File: src/rtl/core/ppu_pkg.sv
// ----------------------------------------------------------------------------
// ppu_pkg
// shared types, codes and helpers of the particle pool update block
// ----------------------------------------------------------------------------
package ppu_pkg;

    // command codes carried in s_tuser
    localparam logic CMD_PUSH = 1'b0;
    localparam logic CMD_TICK = 1'b1;

    // fixed field widths
    localparam int CFG_W       = 7;
    localparam int IDX_W       = 6;
    localparam int LIFE_W      = 24;
    localparam int SCALE_W     = 16;
    localparam int POS_W       = 32;
    localparam int DELTA_W     = 23;
    localparam int IN_TDATA_W  = 256;
    localparam int OUT_TDATA_W = 144;

    // input item queue between front and back
    localparam int QUEUE_DEPTH = 2;

    // reset contents of a slot
    localparam logic [LIFE_W-1:0]  LIFE_RESET  = 24'hFFF000;    // -1.0 in q12.12
    localparam logic [LIFE_W-1:0]  LIFE_MIN    = 24'h800000;
    localparam logic [SCALE_W-1:0] SCALE_RESET = 16'h0100;      // 1.0 in q8.8
    localparam logic [POS_W-1:0]   POS_RESET   = 32'hF0BD_C000; // -256000000, offscreen

    typedef struct packed {
        logic [POS_W-1:0] z;
        logic [POS_W-1:0] y;
        logic [POS_W-1:0] x;
    } vec3_t;

    // what a tick reads and rewrites for every slot
    typedef struct packed {
        logic [LIFE_W-1:0]  life;
        logic [SCALE_W-1:0] scale;
        vec3_t              pos;
    } slot_t;

    typedef struct packed {
        slot_t state;
        vec3_t vel;
    } spawn_t;

    typedef struct packed {
        logic               kind;
        spawn_t             spawn;
        logic [DELTA_W-1:0] delta;
    } item_t;

    // saturating add of two q24.8 values
    function automatic logic [POS_W-1:0] sat_add(input logic [POS_W-1:0] a,
                                                 input logic [POS_W-1:0] b);
        logic [POS_W:0] s;
        s = {a[POS_W-1], a} + {b[POS_W-1], b};
        if (s[POS_W] != s[POS_W-1]) begin
            sat_add = s[POS_W] ? {1'b1, {(POS_W-1){1'b0}}} : {1'b0, {(POS_W-1){1'b1}}};
        end else begin
            sat_add = s[POS_W-1:0];
        end
    endfunction

endpackage

File: src/rtl/core/ppu_front.sv
// ----------------------------------------------------------------------------
// ppu_front
// input stage: unpacks and classifies words, holds them in a short queue
// ----------------------------------------------------------------------------
module ppu_front (
    input  logic                               aclk,
    input  logic                               aresetn,
    input  logic                               s_tvalid,
    output logic                               s_tready,
    input  logic [ppu_pkg::IN_TDATA_W-1:0]     s_tdata,
    input  logic                               s_tuser,
    output logic                               q_valid,
    input  logic                               q_ready,
    output ppu_pkg::item_t                     q_item
);

    localparam int QPW = $clog2(ppu_pkg::QUEUE_DEPTH);
    localparam int QFW = $clog2(ppu_pkg::QUEUE_DEPTH + 1);

    ppu_pkg::item_t   q_mem [ppu_pkg::QUEUE_DEPTH];
    ppu_pkg::item_t   in_item;
    logic [QPW-1:0]   wr_ptr_reg, rd_ptr_reg;
    logic [QFW-1:0]   fill_reg;
    logic             do_wr, do_rd;

    // field split, lowest bits first
    always_comb begin
        in_item                   = '0;
        in_item.kind              = s_tuser;
        in_item.spawn.state.life  = s_tdata[23:0];
        in_item.spawn.state.scale = s_tdata[39:24];
        in_item.spawn.state.pos.x = s_tdata[71:40];
        in_item.spawn.state.pos.y = s_tdata[103:72];
        in_item.spawn.state.pos.z = s_tdata[135:104];
        in_item.spawn.vel.x       = s_tdata[167:136];
        in_item.spawn.vel.y       = s_tdata[199:168];
        in_item.spawn.vel.z       = s_tdata[231:200];
        in_item.delta             = s_tdata[254:232];
        // a tick carries no particle, a push no delta
        if (s_tuser == ppu_pkg::CMD_TICK) begin
            in_item.spawn = '0;
        end else begin
            in_item.delta = '0;
        end
    end

    assign s_tready = (fill_reg != QFW'(ppu_pkg::QUEUE_DEPTH));
    assign q_valid  = (fill_reg != '0);
    assign q_item   = q_mem[rd_ptr_reg];
    assign do_wr    = s_tvalid && s_tready;
    assign do_rd    = q_valid && q_ready;

    always_ff @(posedge aclk) begin
        if (!aresetn) begin
            wr_ptr_reg <= '0;
            rd_ptr_reg <= '0;
            fill_reg   <= '0;
        end else begin
            if (do_wr) begin
                wr_ptr_reg <= wr_ptr_reg + QPW'(1);
            end
            if (do_rd) begin
                rd_ptr_reg <= rd_ptr_reg + QPW'(1);
            end
            if (do_wr && !do_rd) begin
                fill_reg <= fill_reg + QFW'(1);
            end else if (!do_wr && do_rd) begin
                fill_reg <= fill_reg - QFW'(1);
            end
        end
    end

    always_ff @(posedge aclk) begin
        if (do_wr) begin
            q_mem[wr_ptr_reg] <= in_item;
        end
    end

endmodule

File: config.mk
export PLATFORM = sky130hd
export DESIGN_NAME = ppu_front
export DESIGN_NICKNAME = d
export VERILOG_FILES = /design/src/rtl/core/ppu_pkg.sv /design/src/rtl/core/ppu_front.sv
export SDC_FILE = /design/constraint.sdc
export NUM_CORES = 1
export LEC_CHECK = 0
export BUFFER_PORTS_ARGS = -buffer_cell sky130_fd_sc_hd__clkbuf_2
export CORE_MARGIN = 1.5
export CORE_UTILIZATION = 53
export DETAILED_ROUTE_END_ITERATION = 10
export GPL_ROUTABILITY_DRIVEN = 1
export PLACE_DENSITY = 0.77
export SLEW_MARGIN = 25
export SYNTH_ARGS = -nofsm -noshare
export SYNTH_HDL_FRONTEND = slang
export SYNTH_SLANG_ARGS = --single-unit
export TNS_END_PERCENT = 100
File: constraint.sdc
create_clock -name aclk -period 8.25 [get_ports aclk]
set_clock_uncertainty 0.1 [all_clocks]
set_input_delay 0.825 -clock aclk [delete_from_list [all_inputs] [get_ports aclk]]
set_output_delay 0.825 -clock aclk [all_outputs]
set_load 0.05 [all_outputs]
==> metrics.txt, run 1 <==
Pre-Repair DR Iteration Count=4; Post-Syn Area=20,500 um^2; final core occ=66.1%; Port Buf Inserts=517; Mapped Cells=1,103; critical-path maximum fanout=159; GRT Total Usage=21.3%; Synth Register Bits=517; EDFF count, synth=512; final hold vios=0; I/O pin total=519; Worst Hold Slack=0.424 ns; post-synthesis mux area share=14.0%; R2R setup slack=5.26 ns; Inserted Clock Buffers=52; Synth Area in XOR/XNOR=0.128%; HP Class=primary input to flip-flop; clock latency on the worst-skew pair=0.58 ns; synth warn=0; Tcrit/Tclk final=44.9%; Slew Limit Fails=0; initial DRC count=543; critical path class=flip-flop to output pin; Root Buffer=clkbuf_16; post-synthesis sequential area ratio=75.4%; average routed wire per standard cell=20.0 um; max reg flops=512; fmax=270 MHz; die area=39,900 um^2; largest family of logic cells by synthesized area=multiplexers; actual slew at the worst max-slew pin=1.06 ns; power consumption=8.72 mW; final setup TNS=0 ns; Via density=5.15; # clock sinks=517; Starting Density=54.1%; Die W=200 um; synthesized net count=1,365; status=finished, final reports clean; Distinct cells, synth=25; post-synth top area share=74.9%; Slew Limit Headroom=29.6%; Post-synth top cells=edfxtp_1 (512), mux2_2 (256), nor2b_1 (223); DRC=0; Final ANT Viol Nets=0; first-pass GRT wire length=63,700 um; via count of the first global-routing pass=11,400; Area Growth Syn to Fin=22.2%; Detailed Place HPWL=28,000 um; share of layout cells above drive strength 1=51.4%; die height=200 um; simple-gate share of the synthesized area=8.15%; Placed Cells=2,083; Critical Path End Type=output pin; Finished Layout Cells=2,179; Synth Area in Compound Gates=0.171%; # Post-CTS Setup Buffers=0; unrepaired setup endpoints after global routing=no; leakage=9.59 nW; Gates resized, CTS repair=0; GPL Wtd Cong=0.774; cell taking the most area after synthesis=edfxtp_1; clk buf depth=3; Avg Inst Size Synth=18.6 um^2; most frequent cell after synthesis=edfxtp_1; critical path startpoint category=flip-flop; synth top area cells=edfxtp_1 (75%), mux2_2 (14%), nor2b_1 (6.8%), buf_6 (1.4%), and2_1 (0.82%); Worst Path Required=7.32 ns; WL final=43,700 um; CTS Hold Bufs=0; worst path arrival time=2.78 ns; Synth Area in Adders=0.0610%; Final nets=1,888; Final setup viols=0; initial antenna violation count=1; ys async rst share=0%; number of H-tree levels=2; row count=71; PD cells=348 nW/um^2; Final min period=3.70 ns; CTS tree=yes; largest net degree at the start of global routing=160; Filler cells=2,630; vias post-DR=11,200; Core Region=37,900 um^2; register clock-pin slew on the reported worst setup and hold paths=0.06 ns; GR Overflow Total=0; maximum VDD drop=0.274 mV; max cap viols=0; top_reg_cell synth=edfxtp_1
==> worst paths after layout <==
path | start | depth (start not counted) | end
worst min register to register | fill_reg[1]$_SDFFE_PN0P_ | 2 | fill_reg[1]$_SDFFE_PN0P_
worst max-delay path | flip-flop | 3 | q_item[164]
worst max register to register | fill_reg[0]$_SDFFE_PN0P_ | 4 | q_mem[0][7]$_DFFE_PP_
worst min-delay path | aresetn | 2 | flip-flop
==> worst max-delay path, stage by stage, from the launching register on <==
cell	delay, ns
dfxtp_4	0.62
buf_12	0.56
mux2_2	0.43
clkbuf_2	0.25
==> power by group <==
| group | internal [mW] | total (mW) | switching, mW |
|---|---|---|---|
| Combinational | 0.797 | 3.05 | 2.26 |
| Sequential | 3.31 | 3.40 | 0.0964 |
| Clock | 1.33 | 2.26 | 0.933 |
| Total | 5.43 | 8.72 | 3.29 |
==> metal layers <==
metal	global-route usage [%]	wire length, um
met3	7.46	3780
met2	36.4	22300
met1	24.4	15900
met4	8.77	1670
met5	0	0
==> final cells by class <==
class                   count  area [um^2]  area share [%]
inverters                   1         11.3          0.0449
flip-flops and latches    517        15500            61.7
clock buffers              67         1380            5.50
multi-input cells         529         4630            18.5
diodes                      3         7.51          0.0299
well taps                 511          639            2.55
repair buffers            525         2680            10.7
clock inverters            26          249           0.993
==> cells by family after synthesis <==
| group | after synthesis |
|---|---|
| simple gates | 264 |
| xor+xnor | 3 |
| flops | 517 |
| fa+ha+maj | 1 |
| mux | 256 |
| compound gates | 5 |
| buf+inv | 57 |
==> stage by stage <==
stage / worst slack, ns / area, um^2
2_1_floorplan: 0.793 / 20500
3_3_place_gp: 4.95 / 23400
3_5_place_dp: 4.88 / 23400
4_1_cts: 4.52 / 25100
5_1_grt: 4.41 / 25100
6_report: 4.55 / 25100
==> cells in the final DEF, fill, tap and decap left out, types with 2 or more instances in the layout <==
cell type	instances
clkbuf_2	516
edfxtp_1	512
mux2_2	256
nor2b_1	223
clkbuf_16	53
and2_1	27
clkbuf_1	14
clkinv_1	11
and2b_1	9
clkinv_2	8
bufinv_16	5
buf_4	5
dfxtp_1	4
diode_2	3
xnor2_1	2
buf_6	2
buf_12	2
(Power assumes the default switching activity.)
==> inputs of run 2 (changes only) <==
--- a/config.mk
+++ b/config.mk
@@ -7,10 +7,10 @@
 export LEC_CHECK = 0
 export BUFFER_PORTS_ARGS = -buffer_cell sky130_fd_sc_hd__clkbuf_2
 export CORE_MARGIN = 1.5
-export CORE_UTILIZATION = 53
+export CORE_UTILIZATION = 48
 export DETAILED_ROUTE_END_ITERATION = 10
 export GPL_ROUTABILITY_DRIVEN = 1
-export PLACE_DENSITY = 0.77
+export PLACE_DENSITY = 0.73
 export SLEW_MARGIN = 25
 export SYNTH_ARGS = -nofsm -noshare
 export SYNTH_HDL_FRONTEND = slang
==> constraint.sdc (replaced) <==
create_clock -name aclk -period 3.4 [get_ports aclk]
set_clock_uncertainty 0.1 [all_clocks]
set_input_delay 0.34 -clock aclk [delete_from_list [all_inputs] [get_ports aclk]]
set_output_delay 0.34 -clock aclk [all_outputs]
set_load 0.05 [all_outputs]
==> run 2 against run 1 <==
Compared with the run above:
- clock power increased by 140%
- global-route usage up 0.24 points
- highest routed layer unchanged
- total power up 150%
- largest cell class unchanged
- critical path depth did not move
- worst setup slack worse by 4.0 ns
- critical endpoint is now q_item[224]
- utilization down 0.54 points
- non-clock buffer count is 235 higher
- count of clock-buffer cells in the layout grew 1
==> metrics.txt, run 2 (synthesis results as in run 1) <==
sw power=8.20 mW (was 3.29 mW); WL met1=18,400 um (was 15,900 um); register clock-pin slew on the reported worst setup and hold paths=0.06 ns (about the same); Port Buf Inserts=517 (unchanged); FF/Latch Area=15,500 um^2 (about the same); Slew Limit Fails=0 (unchanged); Area Growth Syn to Fin=34.4% (was 22.2%); # clock sinks=517 (unchanged); R2R Path Start=fill_reg[1]$_SDFFE_PN0P_ (was fill_reg[0]$_SDFFE_PN0P_); number of H-tree levels=2 (unchanged); Root Buffer=clkbuf_16 (unchanged); via count of the first global-routing pass=13,200 (was 11,400); clock power share=25.2% (was 25.9%); actual slew at the worst max-slew pin=0.568 ns (was 1.06 ns); Starting Density=48.8% (was 54.1%); I/O pin total=519 (unchanged); initial DRC count=603 (was 543); HP Class=primary input to flip-flop (unchanged); critical path class=flip-flop to output pin (unchanged); post-route setup slack=0.533 ns (was 4.55 ns); Final min period=2.87 ns; Die W=210 um (was 200 um); fmax=349 MHz; Sw Share=38.0% (was 37.7%); leakage=10.6 nW (was 9.59 nW); PD cells=782 nW/um^2 (was 348 nW/um^2); CTS tree=yes (unchanged); clk buf depth=3 (unchanged); Final setup viols=0 (unchanged); first-pass GRT wire length=72,400 um (was 63,700 um); maximum VDD drop=0.681 mV (was 0.274 mV); commonest non-fill, non-tap cell in the layout=clkbuf_2 (unchanged); critical path startpoint category=flip-flop (unchanged); pre-CTS setup slack=1.09 ns (was 4.88 ns); max reg flops=512 (unchanged); most frequent cells in the layout=clkbuf_2 (516), edfxtp_1 (512), mux2_2 (256) (unchanged); unrepaired setup endpoints after global routing=no (unchanged); top sig layer=met4 (unchanged); share of layout cells above drive strength 1=46.6% (was 51.4%); WL final=48,200 um (was 43,700 um); R2R setup slack=1.25 ns (was 5.26 ns); P_int=13.4 mW (was 5.43 mW); Hold Path Depth=2 (unchanged); Top delay family on crit path=flip-flops (was buffers and inverters); average routed wire per standard cell=19.7 um (was 20.0 um); status=finished, final reports clean (unchanged); clock latency on the worst-skew pair=0.57 ns (was 0.58 ns); sequential power share=38.4% (was 39.0%); DR WL met2=24,800 um (was 22,300 um); Core Region=42,000 um^2 (was 37,900 um^2); vias post-DR=12,200 (was 11,200); Slew Limit Headroom=62.1% (was 29.6%); Detailed Place HPWL=29,900 um (was 28,000 um); Final nets=2,124 (was 1,888); row count=75 (was 71); worst path arrival time=2.43 ns (was 2.78 ns); Logic pwr share=36.4% (was 35.0%); final instance area=27,600 um^2 (was 25,100 um^2); DRC=0 (unchanged); max cap viols=0 (unchanged); Hold Path End=q_mem[0][199]$_DFFE_PP_; Final ANT Viol Nets=0 (unchanged); crit-path cells=buf_4, mux2_2, clkbuf_2 (was buf_12, mux2_2, clkbuf_2); Tcrit/Tclk final=84.3%; die area=44,000 um^2 (was 39,900 um^2); hold path start=s_tdata[120] (was aresetn); Filler cells=2,832 (was 2,630); Via density=4.97 (was 5.15); met3 WL post-DR=3220 um (was 3780 um); GPL Wtd Cong=0.791 (was 0.774); Buf/Inv on CP=2 (unchanged); largest stage delay on the critical path=0.72 ns (was 0.62 ns); Worst Path Required=2.96 ns (was 7.32 ns); initial antenna violation count=0 (was 1); critical-path maximum fanout=35 (was 159); slowest CP cell=dfxtp_4 (unchanged); GRT Total Usage=21.5% (was 21.3%); Critical Path End Type=output pin (unchanged); R2R depth=5 (was 4); die height=210 um (was 200 um); GR Overflow Total=0 (unchanged); Pre-Repair DR Iteration Count=4 (unchanged); post-placement cell area=23,800 um^2 (was 23,400 um^2); final hold vios=0 (unchanged); footprint of the multi-input gates=4630 um^2 (unchanged); Inserted Clock Buffers=53 (was 52); Crit Reg-Reg Endpoint=q_mem[0][61]$_DFFE_PP_ (was q_mem[0][7]$_DFFE_PP_); largest net degree at the start of global routing=78 (was 160)
[run 2: what timing repair did]
item                      in CTS  in global routing
hold buffers                 209                  0
setup buffers                  0                  0
hold endpoints to repair     416                  0
gates resized for setup        0                  0
[run 2: per-stage QoR]
| step | total power [mW] | hold WS [ns] | TNS, ns | cells | utilization, % |
|---|---|---|---|---|---|
| floorplan | 14.4 | 0.339 | -652.54 | 1103 | - |
| global placement | 15.9 | 0.425 | 0 | 2137 | 56.7 |
| detailed placement | 16.0 | 0.477 | 0 | 2137 | 56.7 |
| CTS | 21.7 | 0.000172 | 0 | 2444 | 65.6 |
| global route | 22.3 | 0.0149 | 0 | 2444 | 65.6 |
| finish | 21.6 | 0.0357 | 0 | 2445 | 65.6 |
[run 2: worst max path at each step]
| stage | startpoint | endpoint | slack [ns] | depth (start not counted) |
|---|---|---|---|---|
| after detailed placement | flip-flop | q_item[224] | 1.09 | 3 |
| after floorplan | fill_reg[0]$_SDFFE_PN0P_ | q_mem[0][0]$_DFFE_PP_ | -1.65 | 3 |
| after global routing | flip-flop | q_item[221] | 0.40 | 3 |
| after global placement | flip-flop | q_item[244] | 1.10 | 3 |
| final | flip-flop | q_item[224] | 0.53 | 3 |
| after CTS | flip-flop | q_item[224] | 0.46 | 3 |
[run 2: power groups by stage]
stage	Clock (mW)	Combinational, mW	Sequential [mW]
2_1_floorplan	0	6.00	8.39
3_3_place_gp	0	7.60	8.34
3_5_place_dp	0	7.62	8.40
4_1_cts	5.56	7.85	8.27
5_1_grt	5.78	8.15	8.35
6_report	5.44	7.85	8.27
[run 2: per-layer routing]
metal / track usage (%) / vias to the layer above
li1: - / 5628
met1: 24.7 / 5999
met2: 38.2 / 429
met3: 5.43 / 100
met4: 9.01 / 0
met5: 0 / -
[run 2: layout make-up]
type                    count  share of cell area, %
flip-flops and latches    517                   56.1
repair buffers            760                   18.6
multi-input cells         529                   16.8
clock buffers              68                   5.17
well taps                 539                   2.45
clock inverters            30                  0.749
inverters                   1                 0.0272
diodes                      1                0.00908
==> inputs of run 3 (changes only) <==
--- a/config.mk
+++ b/config.mk
@@ -5,12 +5,13 @@
 export SDC_FILE = /design/constraint.sdc
 export NUM_CORES = 1
 export LEC_CHECK = 0
+export ABC_AREA = 1
 export BUFFER_PORTS_ARGS = -buffer_cell sky130_fd_sc_hd__clkbuf_2
 export CORE_MARGIN = 1.5
-export CORE_UTILIZATION = 48
+export CORE_UTILIZATION = 53
 export DETAILED_ROUTE_END_ITERATION = 10
 export GPL_ROUTABILITY_DRIVEN = 1
-export PLACE_DENSITY = 0.73
+export PLACE_DENSITY = 0.77
 export SLEW_MARGIN = 25
 export SYNTH_ARGS = -nofsm -noshare
 export SYNTH_HDL_FRONTEND = slang
==> constraint.sdc (replaced) <==
create_clock -name aclk -period 2.8 [get_ports aclk]
set_clock_uncertainty 0.1 [all_clocks]
set_input_delay 0.28 -clock aclk [delete_from_list [all_inputs] [get_ports aclk]]
set_output_delay 0.28 -clock aclk [all_outputs]
set_load 0.05 [all_outputs]
==> run 3 against run 2 <==
Compared with the run above:
- first-iteration DRC count increased by 54%
- wire length increased by 12%
- highest routed layer unchanged
- synthesized cell count increased by 24%
- sequential cell count unchanged
- utilization increased by 7.4 points
- total power increased by 20%
- critical path type unchanged
- die area decreased by 7.9%
==> metrics.txt, run 3 <==
status=finished, final reports clean (unchanged); row count=72 (was 75); DRC=0 (unchanged); Post-Syn Area=20,900 um^2 (was 20,500 um^2); post-synthesis sequential area ratio=74.2% (was 75.4%); Core Region=38,700 um^2 (was 42,000 um^2); Avg Inst Size Synth=15.2 um^2 (was 18.6 um^2); Root Buffer=clkbuf_16 (unchanged); largest net degree at the start of global routing=115 (was 78); fmax=379 MHz; Tcrit/Tclk final=94.1%; synth warn=0 (unchanged); maximum VDD drop=0.609 mV (was 0.681 mV); via count of the first global-routing pass=15,100 (was 13,200); share of layout cells above drive strength 1=39.6% (was 46.6%); R2R depth=6 (was 5); top_reg_cell synth=edfxtp_1 (unchanged); Post-synth top cells=edfxtp_1 (512), inv_1 (263), mux2_2 (256) (was edfxtp_1 (512), mux2_2 (256), nor2b_1 (223)); post-synth top area share=73.7% (was 74.9%); initial DRC count=928 (was 603); unrepaired setup endpoints after global routing=no (unchanged); Mapped Cells=1,371 (was 1,103); pre-CTS setup slack=0.763 ns (was 1.09 ns); critical-path maximum fanout=37 (was 35); Pre-Repair DR Iteration Count=5 (was 4); HP Class=primary input to flip-flop (unchanged); EDFF count, synth=512 (unchanged); leakage=12.1 nW (was 10.6 nW); Worst Path Required=2.42 ns (was 2.96 ns); final core occ=73.0% (was 65.6%); clock latency on the worst-skew pair=0.57 ns (about the same); GRT Total Usage=26.4% (was 21.5%); Final ANT Viol Nets=0 (unchanged); number of H-tree levels=2 (unchanged); actual slew at the worst max-slew pin=0.729 ns (was 0.568 ns); Slew Limit Headroom=51.4% (was 62.1%); Inserted Clock Buffers=51 (was 53); final setup TNS=0 ns (unchanged); most frequent cell after synthesis=edfxtp_1 (unchanged); Die W=201 um (was 210 um); ys async rst share=0% (unchanged); Port Buf Inserts=517 (unchanged); Starting Density=53.8% (was 48.8%); power consumption=25.9 mW (was 21.6 mW); post-route setup slack=0.165 ns (was 0.533 ns); # clock sinks=517 (unchanged); initial antenna violation count=2 (was 0); I/O pin total=519 (unchanged); synthesized net count=1,633 (was 1,365); PD cells=915 nW/um^2 (was 782 nW/um^2); GR Overflow Total=0 (unchanged); max reg flops=512 (unchanged); CTS tree=yes (unchanged); Via density=5.04 (was 4.97); average routed wire per standard cell=19.8 um (was 19.7 um); commonest non-fill, non-tap cell in the layout=clkbuf_2 (unchanged); clk buf depth=3 (unchanged); Detailed Place HPWL=30,900 um (was 29,900 um); GPL Wtd Cong=0.819 (was 0.791); Critical Path End Type=output pin (unchanged); register clock-pin slew on the reported worst setup and hold paths=0.06 ns (about the same); Final setup viols=0 (unchanged); Final nets=2,432 (was 2,124); first-pass GRT wire length=82,100 um (was 72,400 um); Worst Hold Slack=0.0116 ns (was 0.0357 ns); worst path arrival time=2.26 ns (was 2.43 ns); Final min period=2.64 ns; Slew Limit Fails=0 (unchanged); Hold Path Depth=3 (was 2); Synth Register Bits=517 (unchanged); Distinct cells, synth=16 (was 25); final hold vios=0 (unchanged); Gates resized, CTS repair=0 (unchanged); cell taking the most area after synthesis=edfxtp_1 (unchanged); critical path startpoint category=flip-flop (unchanged); die height=201 um (was 210 um); critical path class=flip-flop to output pin (unchanged); synth top area cells=edfxtp_1 (74%), mux2_2 (14%), inv_1 (4.7%), nor2_1 (4.3%), buf_6 (1.4%) (was edfxtp_1 (75%), mux2_2 (14%), nor2b_1 (6.8%), buf_6 (1.4%), and2_1 (0.82%)); Area Growth Syn to Fin=35.6% (was 34.4%); WL final=54,000 um (was 48,200 um); max cap viols=0 (unchanged); vias post-DR=13,700 (was 12,200); die area=40,500 um^2 (was 44,000 um^2); most frequent cells in the layout=clkbuf_2 (516), edfxtp_1 (512), inv_1 (262) (was clkbuf_2 (516), edfxtp_1 (512), mux2_2 (256))
-- run 3: stage by stage --
step | instance area [um^2] | cells
after global routing | 28300 | 2728
after detailed placement | 24100 | 2379
after floorplan | 20900 | 1371
after global placement | 24100 | 2379
after CTS | 28300 | 2726
final | 28300 | 2728
-- run 3: path summary, 6_finish.rpt --
check,slack [ns],endpoint,startpoint
max,0.16,q_item[101],flip-flop
min,0.01,q_mem[0][90]$_DFFE_PP_,s_tdata[203]
max reg2reg,0.98,q_mem[1][215]$_DFFE_PP_,fill_reg[0]$_SDFFE_PN0P_
min reg2reg,0.43,flip-flop,rd_ptr_reg$_SDFFE_PN0P_
-- run 3: what timing repair did --
action                    CTS  global route
hold endpoints to repair  513             0
hold buffers              256             0
setup buffers               0             0
-- run 3: final cells by class --
type / count / area (um^2)
Sequential cell: 517 / 15500
Fill cell: 2183 / 10500
Timing Repair Buffer: 802 / 5540
Multi-Input combinational cell: 535 / 4000
Clock buffer: 62 / 1360
Inverter: 263 / 990
Tap cell: 518 / 648
Clock inverter: 29 / 259
Antenna cell: 2 / 5.00
-- run 3: cell families (layout without fill, tap and decap cells) --
| family | after synthesis | in the layout | share of synthesized area [%] |
|---|---|---|---|
| AO/OA/AOI/OAI | 4 | 4 | 0.108 |
| adder cells (fa/ha/maj) | 1 | 1 | 0.0600 |
| multiplexers | 256 | 256 | 13.8 |
| flip-flops | 517 | 517 | 74.2 |
| other | 0 | 2 | 0 |
| buffers and inverters | 319 | 1156 | 6.85 |
| AND/OR/NAND/NOR | 274 | 274 | 4.95 |
-- run 3: critical path: stages (launching register included) --
cell and delay, ns:
dfxtp_4 0.46, buf_12 0.27, buf_4 0.29, mux2_2 0.37
clkbuf_2 0.24
-- run 3: per-layer routing --
| layer | share of wire (%) | global-route usage, % |
|---|---|---|
| met5 | 0 | 0 |
| met4 | 3.6 | 10.7 |
| met3 | 9.6 | 7.95 |
| met2 | 52 | 47.3 |
| met1 | 35 | 29.4 |
-- run 3: power breakdown --
part	leakage, nW	total, mW	switching (mW)	internal, mW
Sequential	4.93	10.2	0.319	9.85
Clock	0.783	6.69	2.80	3.89
Combinational	6.43	9.02	6.55	2.47
Total	12.1	25.9	9.67	16.2
